===== src/polygon_perimeter_defines.svh =====
// Assertion macros shared by the polygon perimeter RTL.
// Expects a clock named clk and a synchronous reset named rst in scope.
`ifndef POLYGON_PERIMETER_DEFINES_SVH
`define POLYGON_PERIMETER_DEFINES_SVH

// Condition that must hold at every clock edge outside reset.
`define PP_ASSERT_ALWAYS(lbl, expr, msg) \
  lbl: assert property (@(posedge clk) disable iff (rst) (expr)) else $error(msg);

// Same-cycle implication.
`define PP_ASSERT_IMPLIES(lbl, ante, cons, msg) \
  lbl: assert property (@(posedge clk) disable iff (rst) (ante) |-> (cons)) else $error(msg);

// Next-cycle implication.
`define PP_ASSERT_NEXT(lbl, ante, cons, msg) \
  lbl: assert property (@(posedge clk) disable iff (rst) (ante) |=> (cons)) else $error(msg);

`endif


===== src/pp_pkg.sv =====
// Package for the polygon perimeter block: default widths, count limits and
// the command and status structs between controller and datapath. No dependencies.
package pp_pkg;

  localparam int COORD_WIDTH_DEF = 16;
  localparam int SUM_WIDTH_DEF   = 24;
  localparam int COUNT_WIDTH     = 8;
  localparam logic [COUNT_WIDTH-1:0] COUNT_MAX = {COUNT_WIDTH{1'b1}};

  // Commands from the controller, at most one active per cycle besides the sel_first qualifier.
  typedef struct packed {
    logic load;       // take the input transfer
    logic diff;       // form coordinate magnitudes
    logic sel_first;  // diff against the first vertex instead of the previous
    logic mulx;       // square dx
    logic muly;       // square dy
    logic root_init;  // sum the squares and start the root
    logic root_step;  // one root digit
    logic acc;        // add the root to the running length
    logic emit;       // load the result register and clear the polygon state
  } pp_cmd_t;

  typedef struct packed {
    logic was_first;  // the loaded vertex opened a polygon
    logic last;       // the loaded vertex closes the polygon
    logic root_last;  // the current root step is the final one
    logic out_busy;   // a result is held and not yet taken
  } pp_status_t;

endpackage


===== src/pp_ctrl.sv =====
// Controller of the polygon perimeter block: sequences each vertex through
// the datapath. Depends on pp_pkg and polygon_perimeter_defines.svh.
`include "polygon_perimeter_defines.svh"

module pp_ctrl (
  input  logic              clk,
  input  logic              rst,
  input  logic              in_valid,
  output logic              in_ready,
  input  pp_pkg::pp_status_t status,
  output pp_pkg::pp_cmd_t    cmd
);

  typedef enum logic [3:0] {
    S_IDLE, S_SETUP, S_DIFF, S_MULX, S_MULY, S_SUMSQ, S_ROOT, S_ACC, S_OUT
  } state_t;

  state_t     state, state_next;
  logic       closing, closing_next;
  logic [7:0] cmd_pulses;

  assign cmd_pulses = {cmd.load, cmd.diff, cmd.mulx, cmd.muly,
                       cmd.root_init, cmd.root_step, cmd.acc, cmd.emit};

  always_comb begin
    state_next   = state;
    closing_next = closing;
    cmd          = '0;
    cmd.sel_first = closing;
    in_ready     = 1'b0;
    case (state)
      S_IDLE: begin
        in_ready = !rst;
        if (in_valid && !rst) begin
          cmd.load   = 1'b1;
          state_next = S_SETUP;
        end
      end
      S_SETUP: begin
        // A polygon's first vertex has no incoming segment.
        if (status.was_first) begin
          if (status.last) begin
            closing_next = 1'b1;
            state_next   = S_DIFF;
          end else begin
            state_next = S_IDLE;
          end
        end else begin
          state_next = S_DIFF;
        end
      end
      S_DIFF: begin
        cmd.diff   = 1'b1;
        state_next = S_MULX;
      end
      S_MULX: begin
        cmd.mulx   = 1'b1;
        state_next = S_MULY;
      end
      S_MULY: begin
        cmd.muly   = 1'b1;
        state_next = S_SUMSQ;
      end
      S_SUMSQ: begin
        cmd.root_init = 1'b1;
        state_next    = S_ROOT;
      end
      S_ROOT: begin
        cmd.root_step = 1'b1;
        if (status.root_last) begin
          state_next = S_ACC;
        end
      end
      S_ACC: begin
        cmd.acc = 1'b1;
        if (status.last && !closing) begin
          closing_next = 1'b1;
          state_next   = S_DIFF;
        end else if (status.last) begin
          state_next = S_OUT;
        end else begin
          state_next = S_IDLE;
        end
      end
      S_OUT: begin
        if (!status.out_busy) begin
          cmd.emit     = 1'b1;
          closing_next = 1'b0;
          state_next   = S_IDLE;
        end
      end
      default: begin
        state_next   = S_IDLE;
        closing_next = 1'b0;
      end
    endcase
  end

  always_ff @(posedge clk) begin
    if (rst) begin
      state   <= S_IDLE;
      closing <= 1'b0;
    end else begin
      state   <= state_next;
      closing <= closing_next;
    end
  end

  `PP_ASSERT_ALWAYS(a_cmd_onehot, $onehot0(cmd_pulses), "more than one datapath command")
  `PP_ASSERT_IMPLIES(a_closing_last, closing, status.last, "closing on a vertex not marked last")
  `PP_ASSERT_IMPLIES(a_emit_closed, cmd.emit, closing, "result emitted before the closing segment")

endmodule


===== src/pp_datapath.sv =====
// Datapath of the polygon perimeter block: vertex registers, squarer,
// bit-pair square root, saturating length sum and result register.
// Depends on pp_pkg and polygon_perimeter_defines.svh.
`include "polygon_perimeter_defines.svh"

module pp_datapath #(
  parameter int COORD_WIDTH = pp_pkg::COORD_WIDTH_DEF,
  parameter int SUM_WIDTH   = pp_pkg::SUM_WIDTH_DEF
) (
  input  logic                           clk,
  input  logic                           rst,
  input  pp_pkg::pp_cmd_t                cmd,
  output pp_pkg::pp_status_t             status,
  input  logic signed [COORD_WIDTH-1:0]  point_x,
  input  logic signed [COORD_WIDTH-1:0]  point_y,
  input  logic                           last_point,
  output logic                           out_valid,
  input  logic                           out_ready,
  output logic [SUM_WIDTH-1:0]           perimeter,
  output logic [pp_pkg::COUNT_WIDTH-1:0] vertex_count,
  output logic                           saturated
);

  localparam int ITER   = COORD_WIDTH + 1;           // root digits
  localparam int RAD_W  = 2 * ITER;                  // radicand width
  localparam int REM_W  = ITER + 1;                  // partial remainder width
  localparam int SQ_W   = 2 * COORD_WIDTH;
  localparam int ACC_W  = ((SUM_WIDTH > ITER) ? SUM_WIDTH : ITER) + 1;
  localparam int ITER_W = $clog2(ITER);
  localparam logic [SUM_WIDTH-1:0] SUM_MAX = {SUM_WIDTH{1'b1}};

  logic signed [COORD_WIDTH-1:0] cur_x, cur_y, first_x, first_y, prev_x, prev_y;
  logic                          last_r, was_first;
  logic [COORD_WIDTH-1:0]        dx, dy;
  logic [SQ_W-1:0]               sq_x, sq_y;
  logic [RAD_W-1:0]              rad;
  logic [REM_W-1:0]              rem;
  logic [ITER-1:0]               root;
  logic [ITER_W-1:0]             iter;
  logic [SUM_WIDTH-1:0]          length_sum;
  logic [pp_pkg::COUNT_WIDTH-1:0] count;
  logic                          sum_saturated;

  logic signed [COORD_WIDTH-1:0] ref_x, ref_y;
  logic signed [COORD_WIDTH:0]   diff_x, diff_y;
  logic [REM_W+1:0]              rem_w, trial;
  logic                          take;
  logic [ACC_W-1:0]              total;

  // Magnitudes of the coordinate differences fit the coordinate width.
  assign ref_x  = cmd.sel_first ? first_x : prev_x;
  assign ref_y  = cmd.sel_first ? first_y : prev_y;
  assign diff_x = {cur_x[COORD_WIDTH-1], cur_x} - {ref_x[COORD_WIDTH-1], ref_x};
  assign diff_y = {cur_y[COORD_WIDTH-1], cur_y} - {ref_y[COORD_WIDTH-1], ref_y};

  // One restoring root digit: bring down two radicand bits, try 4*root+1.
  assign rem_w = {rem, rad[RAD_W-1 -: 2]};
  assign trial = {1'b0, root, 2'b01};
  assign take  = (rem_w >= trial);

  assign total = ACC_W'(length_sum) + ACC_W'(root);

  assign status.was_first = was_first;
  assign status.last      = last_r;
  assign status.root_last = (iter == '0);
  assign status.out_busy  = out_valid && !out_ready;

  always_ff @(posedge clk) begin
    if (rst) begin
      first_x       <= '0;
      first_y       <= '0;
      prev_x        <= '0;
      prev_y        <= '0;
      length_sum    <= '0;
      count         <= '0;
      sum_saturated <= 1'b0;
      out_valid     <= 1'b0;
    end else begin
      if (cmd.load) begin
        if (count == '0) begin
          first_x       <= point_x;
          first_y       <= point_y;
          prev_x        <= point_x;
          prev_y        <= point_y;
          length_sum    <= '0;
          sum_saturated <= 1'b0;
        end
        if (count != pp_pkg::COUNT_MAX) begin
          count <= count + 1'b1;
        end
      end
      if (cmd.diff && !cmd.sel_first) begin
        prev_x <= cur_x;
        prev_y <= cur_y;
      end
      if (cmd.acc) begin
        if (total > ACC_W'(SUM_MAX)) begin
          length_sum    <= SUM_MAX;
          sum_saturated <= 1'b1;
        end else begin
          length_sum <= total[SUM_WIDTH-1:0];
        end
      end
      if (cmd.emit) begin
        out_valid     <= 1'b1;
        first_x       <= '0;
        first_y       <= '0;
        prev_x        <= '0;
        prev_y        <= '0;
        length_sum    <= '0;
        count         <= '0;
        sum_saturated <= 1'b0;
      end else if (out_ready) begin
        out_valid <= 1'b0;
      end
    end
  end

  // Payload registers without reset.
  always_ff @(posedge clk) begin
    if (cmd.load) begin
      cur_x     <= point_x;
      cur_y     <= point_y;
      last_r    <= last_point;
      was_first <= (count == '0);
    end
    if (cmd.diff) begin
      dx <= diff_x[COORD_WIDTH] ? COORD_WIDTH'(-diff_x) : diff_x[COORD_WIDTH-1:0];
      dy <= diff_y[COORD_WIDTH] ? COORD_WIDTH'(-diff_y) : diff_y[COORD_WIDTH-1:0];
    end
    if (cmd.mulx) begin
      sq_x <= SQ_W'(dx) * SQ_W'(dx);
    end
    if (cmd.muly) begin
      sq_y <= SQ_W'(dy) * SQ_W'(dy);
    end
    if (cmd.root_init) begin
      rad  <= RAD_W'(sq_x) + RAD_W'(sq_y);
      rem  <= '0;
      root <= '0;
      iter <= ITER_W'(ITER - 1);
    end else if (cmd.root_step) begin
      rad  <= {rad[RAD_W-3:0], 2'b00};
      rem  <= take ? REM_W'(rem_w - trial) : REM_W'(rem_w);
      root <= {root[ITER-2:0], take};
      iter <= iter - 1'b1;
    end
    if (cmd.emit) begin
      perimeter    <= length_sum;
      vertex_count <= count;
      saturated    <= sum_saturated;
    end
  end

  `PP_ASSERT_IMPLIES(a_emit_free, cmd.emit, !status.out_busy, "result overwritten before transfer")
  `PP_ASSERT_IMPLIES(a_sat_max, sum_saturated, length_sum == SUM_MAX, "flag set below the ceiling")
  `PP_ASSERT_NEXT(a_emit_clear, cmd.emit, count == '0 && length_sum == '0, "state not cleared")

endmodule


===== src/polygon_perimeter.sv =====
// Top level of the polygon perimeter block: controller plus datapath.
// Depends on pp_pkg, pp_ctrl and pp_datapath.
//
// Usage: vertices arrive on the input channel (in_valid/in_ready) as signed
// fixed-point point_x/point_y with 8 fractional bits; last_point marks the
// final vertex of a polygon. One result per polygon leaves on the output
// channel (out_valid/out_ready): perimeter (saturating), vertex_count
// (saturating at 255) and the saturated flag.
// Each vertex after the first costs one segment: difference, squaring of dx and
// of dy, radicand setup, one square-root step per root digit and an add, and
// in_ready stays low until that segment is done. The shared bit-pair square-root
// unit takes the largest part of it. The first vertex of a polygon that is not
// also its last holds in_ready low for one cycle only. The last vertex runs the
// closing segment as well; the result register is then loaded once it is free,
// and the result is valid in the cycle after that load.
// The result sits in an output register, so the next polygon's vertices are
// taken while it waits. If the receiver stalls while a second result is
// ready, the block holds that result internally and in_ready stays low.
// Reset (rst, synchronous) clears the polygon state, drops out_valid and holds in_ready low.
module polygon_perimeter #(
  parameter int COORD_WIDTH = pp_pkg::COORD_WIDTH_DEF,
  parameter int SUM_WIDTH   = pp_pkg::SUM_WIDTH_DEF
) (
  input  logic                           clk,
  input  logic                           rst,
  input  logic                           in_valid,
  output logic                           in_ready,
  input  logic signed [COORD_WIDTH-1:0]  point_x,
  input  logic signed [COORD_WIDTH-1:0]  point_y,
  input  logic                           last_point,
  output logic                           out_valid,
  input  logic                           out_ready,
  output logic [SUM_WIDTH-1:0]           perimeter,
  output logic [pp_pkg::COUNT_WIDTH-1:0] vertex_count,
  output logic                           saturated
);

  // Commands flow from the controller, status back from the datapath.
  pp_pkg::pp_cmd_t    cmd;
  pp_pkg::pp_status_t status;

  pp_ctrl u_ctrl (
    .clk      (clk),
    .rst      (rst),
    .in_valid (in_valid),
    .in_ready (in_ready),
    .status   (status),
    .cmd      (cmd)
  );

  pp_datapath #(
    .COORD_WIDTH (COORD_WIDTH),
    .SUM_WIDTH   (SUM_WIDTH)
  ) u_datapath (
    .clk          (clk),
    .rst          (rst),
    .cmd          (cmd),
    .status       (status),
    .point_x      (point_x),
    .point_y      (point_y),
    .last_point   (last_point),
    .out_valid    (out_valid),
    .out_ready    (out_ready),
    .perimeter    (perimeter),
    .vertex_count (vertex_count),
    .saturated    (saturated)
  );

endmodule


===== config.mk =====
export PLATFORM = sky130hd
export DESIGN_NAME = polygon_perimeter
export DESIGN_NICKNAME = d
export VERILOG_FILES = /design/src/pp_pkg.sv /design/src/pp_ctrl.sv /design/src/pp_datapath.sv /design/src/polygon_perimeter.sv
export VERILOG_INCLUDE_DIRS = /design/src /design/src/src
export SDC_FILE = /design/constraint.sdc
export NUM_CORES = 2
export LEC_CHECK = 0
export ABC_CLOCK_PERIOD_IN_PS = 9100
export BUFFER_PORTS_ARGS = -buffer_cell sky130_fd_sc_hd__buf_4
export CORE_UTILIZATION = 65
export DETAILED_ROUTE_END_ITERATION = 10
export MAX_ROUTING_LAYER = met4
export PLACE_DENSITY = 0.92
export SLEW_MARGIN = 40
export SYNTH_ARGS = -nofsm -noshare
export SYNTH_HDL_FRONTEND = slang
export SYNTH_SLANG_ARGS = --single-unit

===== constraint.sdc =====
create_clock -name clk -period 9.1 [get_ports clk]
set_input_delay 2.275 -clock clk [delete_from_list [all_inputs] [get_ports clk]]
set_output_delay 2.275 -clock clk [all_outputs]
set_load 0.1 [all_outputs]

==> results summary <==
The run finished with clean final reports. The synthesized design devotes to its leading area cell type a little over a fifth of total area. The global-route wire length before repair came out at 124 mm. For this run, asynchronously set or reset flops after synthesis account for 0%. Once routing completed, OpenROAD measured the worst setup slack at between 1500 and 2000 ps. The die is roughly 220 um wide. The number of flops mapped to enable cells by yosys is 195. The number of nets in the final layout is between 4000 and 5000. The post-synthesis to final-layout area growth is 6.92%. The number of max-cap violations is 0. The clock tree from TritonCTS is done. The maximum net fanout on the critical path is 17. The number of design rule violations left after detail routing is 0.

The biggest area contributor in the post-synthesis netlist is fa_1. The synthesized instance count is 3337. Derived from the worst setup path, the maximum achievable clock frequency is 140 MHz. The fraction of final layout cells with drive strength greater than 1 is roughly 6.0%. The number of pins with negative max-slew slack in the final report came out at 0.

The kind of end point of the critical path is a flip-flop. The via density per instance came out at 6.10. After filler insertion, the fill cell instance count of the layout stands at roughly 3000. The floorplan has 80 rows. The TritonCTS sink count came out at 338. By count the netlist is led by inv_1 (583), nand2_1 (402), fa_1 (331). The clock latency reported for the late side of the worst-skew pair is 560 ps. The routed length per instance came out at between 15 and 20 um. The worst path required time came out at between 9000 and 10000 ps. The root buffer cell is clkbuf_16. The count of pins on the block boundary came out at a little over 70. The global-route usage over all layers is a little under a third. Counting flops and latches in the post-synthesis netlist gives roughly 340. After clock tree synthesis, the flow added hold-fix buffers numbering 0. The routed design has approximately 74 mm of wire. The final cell count without fillers is around 4000. Clock skew on the completed layout was measured at around 24 ps.

The region available for standard cell placement spans ~48000 um^2. The number of global-route vias before repair came out at around 25000. After synthesis the cells add up to about 32000 um^2. The antenna violation net count after detailed routing is 0. The worst slew margin relative to its limit is between 40% and 50%. The die covers approximately 50000 um^2. Routability-driven placement finished with a final weighted congestion of a little under 1. The number of different library cells used by synthesis comes to 86. The setup path with the least slack is of type flip-flop to flip-flop. The warning count from the yosys run came out at 0. The initial standard-cell utilization of the core came out at about two thirds. The placed wire-length estimate is 54.4 mm. Yosys attributes the largest share of cell area to fa_1 (21%), edfxtp_1 (19%), ha_1 (12%). The number of diodes is 0. The number of gates resized after CTS was 0.

Setup repair after global routing left no endpoint under its margin. Post-CTS timing repair inserted 0 buffers for setup. The worst hold path belongs to the class flip-flop to flip-flop. The number of iterations in the first detailed-routing pass came out at 6.

Setup total negative slack on the finished layout was measured at 0 ps. The number of nets produced by synthesis came out at between 4000 and 5000. The clock tree buffer depth is 3. The primary flip-flop cell chosen by synthesis mapping is edfxtp_1. The die boundary height is around 220 um. The placed instance count came out at 3924. The detailed router's first-iteration violation count came out at approximately 2100.

The count of H-tree levels built during CTS came out at 2. For the worst setup path, the data arrival time is approximately 7500 ps. The register area share after synthesis is between 20 and 30%. The worst setup timing slack at the placement stage is approximately 2100 ps. The initial antenna violation count came out at 0. The worst setup path is launched from a flip-flop. In this run the tool buffered the top-level ports with 71 buffer cells. The shortest period the worst path allows is slightly above 7000 ps. The area taken by flip-flops and latches is 8720 um^2.

The number of clock buffers inserted by TritonCTS is 36. The final clock period utilization by the worst path is 78.7%. The hold violation total from the final report came to 0. The area used by multi-input combinational logic came out at approximately 20000 um^2. The mean area per synthesized cell came out at approximately 9.5 um^2. Entering global routing, the biggest net connects between 70 and 80 pins.

In the post-synthesis netlist, the cell with the most instances is inv_1. For the pin with the worst max-slew slack, the measured transition is ~830 ps. Setup violations remaining at the end of the flow were counted as 0. The overall via count from detail_route is 24346.

The worst hold slack after final layout is between 400 and 500 ps. The clock transition time at the flip-flop clock pins of the worst setup and hold paths came out at roughly 60 ps. The residual overflow from global routing came out at 0.
## critical path, stage by stage (launching register included)
cell       delay (ps)
edfxtp_1          860
nand2_1           250
fa_1              590
inv_1              60
fa_1              480
fa_1              540
fa_1              530
fa_1              560
inv_1              60
fa_1              530
inv_1              40
ha_1              380
nand4_1           180
nor3_1            350
nand4_1           160
a31oi_1           460
o2111ai_1         220
a31oi_1           280
mux2i_1           260
nand3_1           100
## registers in the layout, summed over array words and instances (netlist names), 4 cells and up
register                 flops
u_datapath.dy               16
u_datapath.count             8
u_datapath.first_x          16
u_datapath.iter              5
u_datapath.sq_x             31
u_datapath.sq_y             31
u_ctrl.state                 4
u_datapath.cur_x            16
u_datapath.vertex_count      8
u_datapath.dx               16
u_datapath.length_sum       24
u_datapath.prev_y           16
u_datapath.perimeter        24
u_datapath.rad              34
u_datapath.rem              18
u_datapath.first_y          16
u_datapath.root             17
u_datapath.cur_y            16
u_datapath.prev_x           16
## stage by stage
step,area [um^2],util (%)
after floorplan,31700,-
after global placement,32600,68.2
after detailed placement,32700,68.3
after CTS,33800,70.7
after global routing,33800,70.7
final,33800,70.7
## kinds of logic after synthesis
logic type,Yosys count,share of synthesized area (%)
AO/OA/AOI/OAI,595,12.1
flip-flops,338,27.5
AND/OR/NAND/NOR,843,12.6
XOR/XNOR,179,4.95
adder cells (fa/ha/maj),628,32.7
buffers and inverters,697,8.30
multiplexers,57,1.84
## area by class of cell
class,count,share of cell area (%)
clock buffers,52,3.05
clock inverters,13,0.299
inverters,583,6.47
multi-input cells,2302,60.1
flip-flops and latches,338,25.8
well taps,615,2.27
repair buffers,88,2.03
## path summary, 6_finish.rpt
path	from	endpoint	slack [ps]	cells after the start
setup reg to reg	u_datapath.dy[6]$_DFFE_PP_	u_datapath.sq_y[30]$_DFFE_PP_	1940	19
hold reg to reg	u_datapath.first_x[14]$_SDFFE_PP0P_	u_datapath.first_x[14]$_SDFFE_PP0P_	460	2
setup / recovery	u_datapath.dy[6]$_DFFE_PP_	u_datapath.sq_y[30]$_DFFE_PP_	1940	19
hold / removal	u_datapath.first_x[14]$_SDFFE_PP0P_	u_datapath.first_x[14]$_SDFFE_PP0P_	460	2
## cells in the final DEF (no fill, tap or decap), types with 26 or more instances in the layout
cell / count
nand3_1: 43
nand2_1: 400
clkbuf_16: 38
nand2b_1: 26
fa_1: 331
ha_1: 297
a21oi_1: 177
xnor2_1: 129
mux2i_1: 48
edfxtp_1: 195
and2_1: 105
dfxtp_1: 142
a31oi_1: 70
buf_4: 86
o21ai_0: 112
inv_1: 583
xor2_1: 50
nor3_1: 26
nor2_1: 117
a21o_1: 66
## metal layers
metal  wire length, um  part of all wire [%]  global-route usage, %
met2             36600                    49                   52.4
met4              3390                   4.6                   14.2
met5                 0                     0                      -
met1             28500                    38                   38.4
met3              5790                   7.8                   4.83
Power is not shown: default switching activity piles up to over one toggle a cycle in this logic, so the estimate is an artifact.
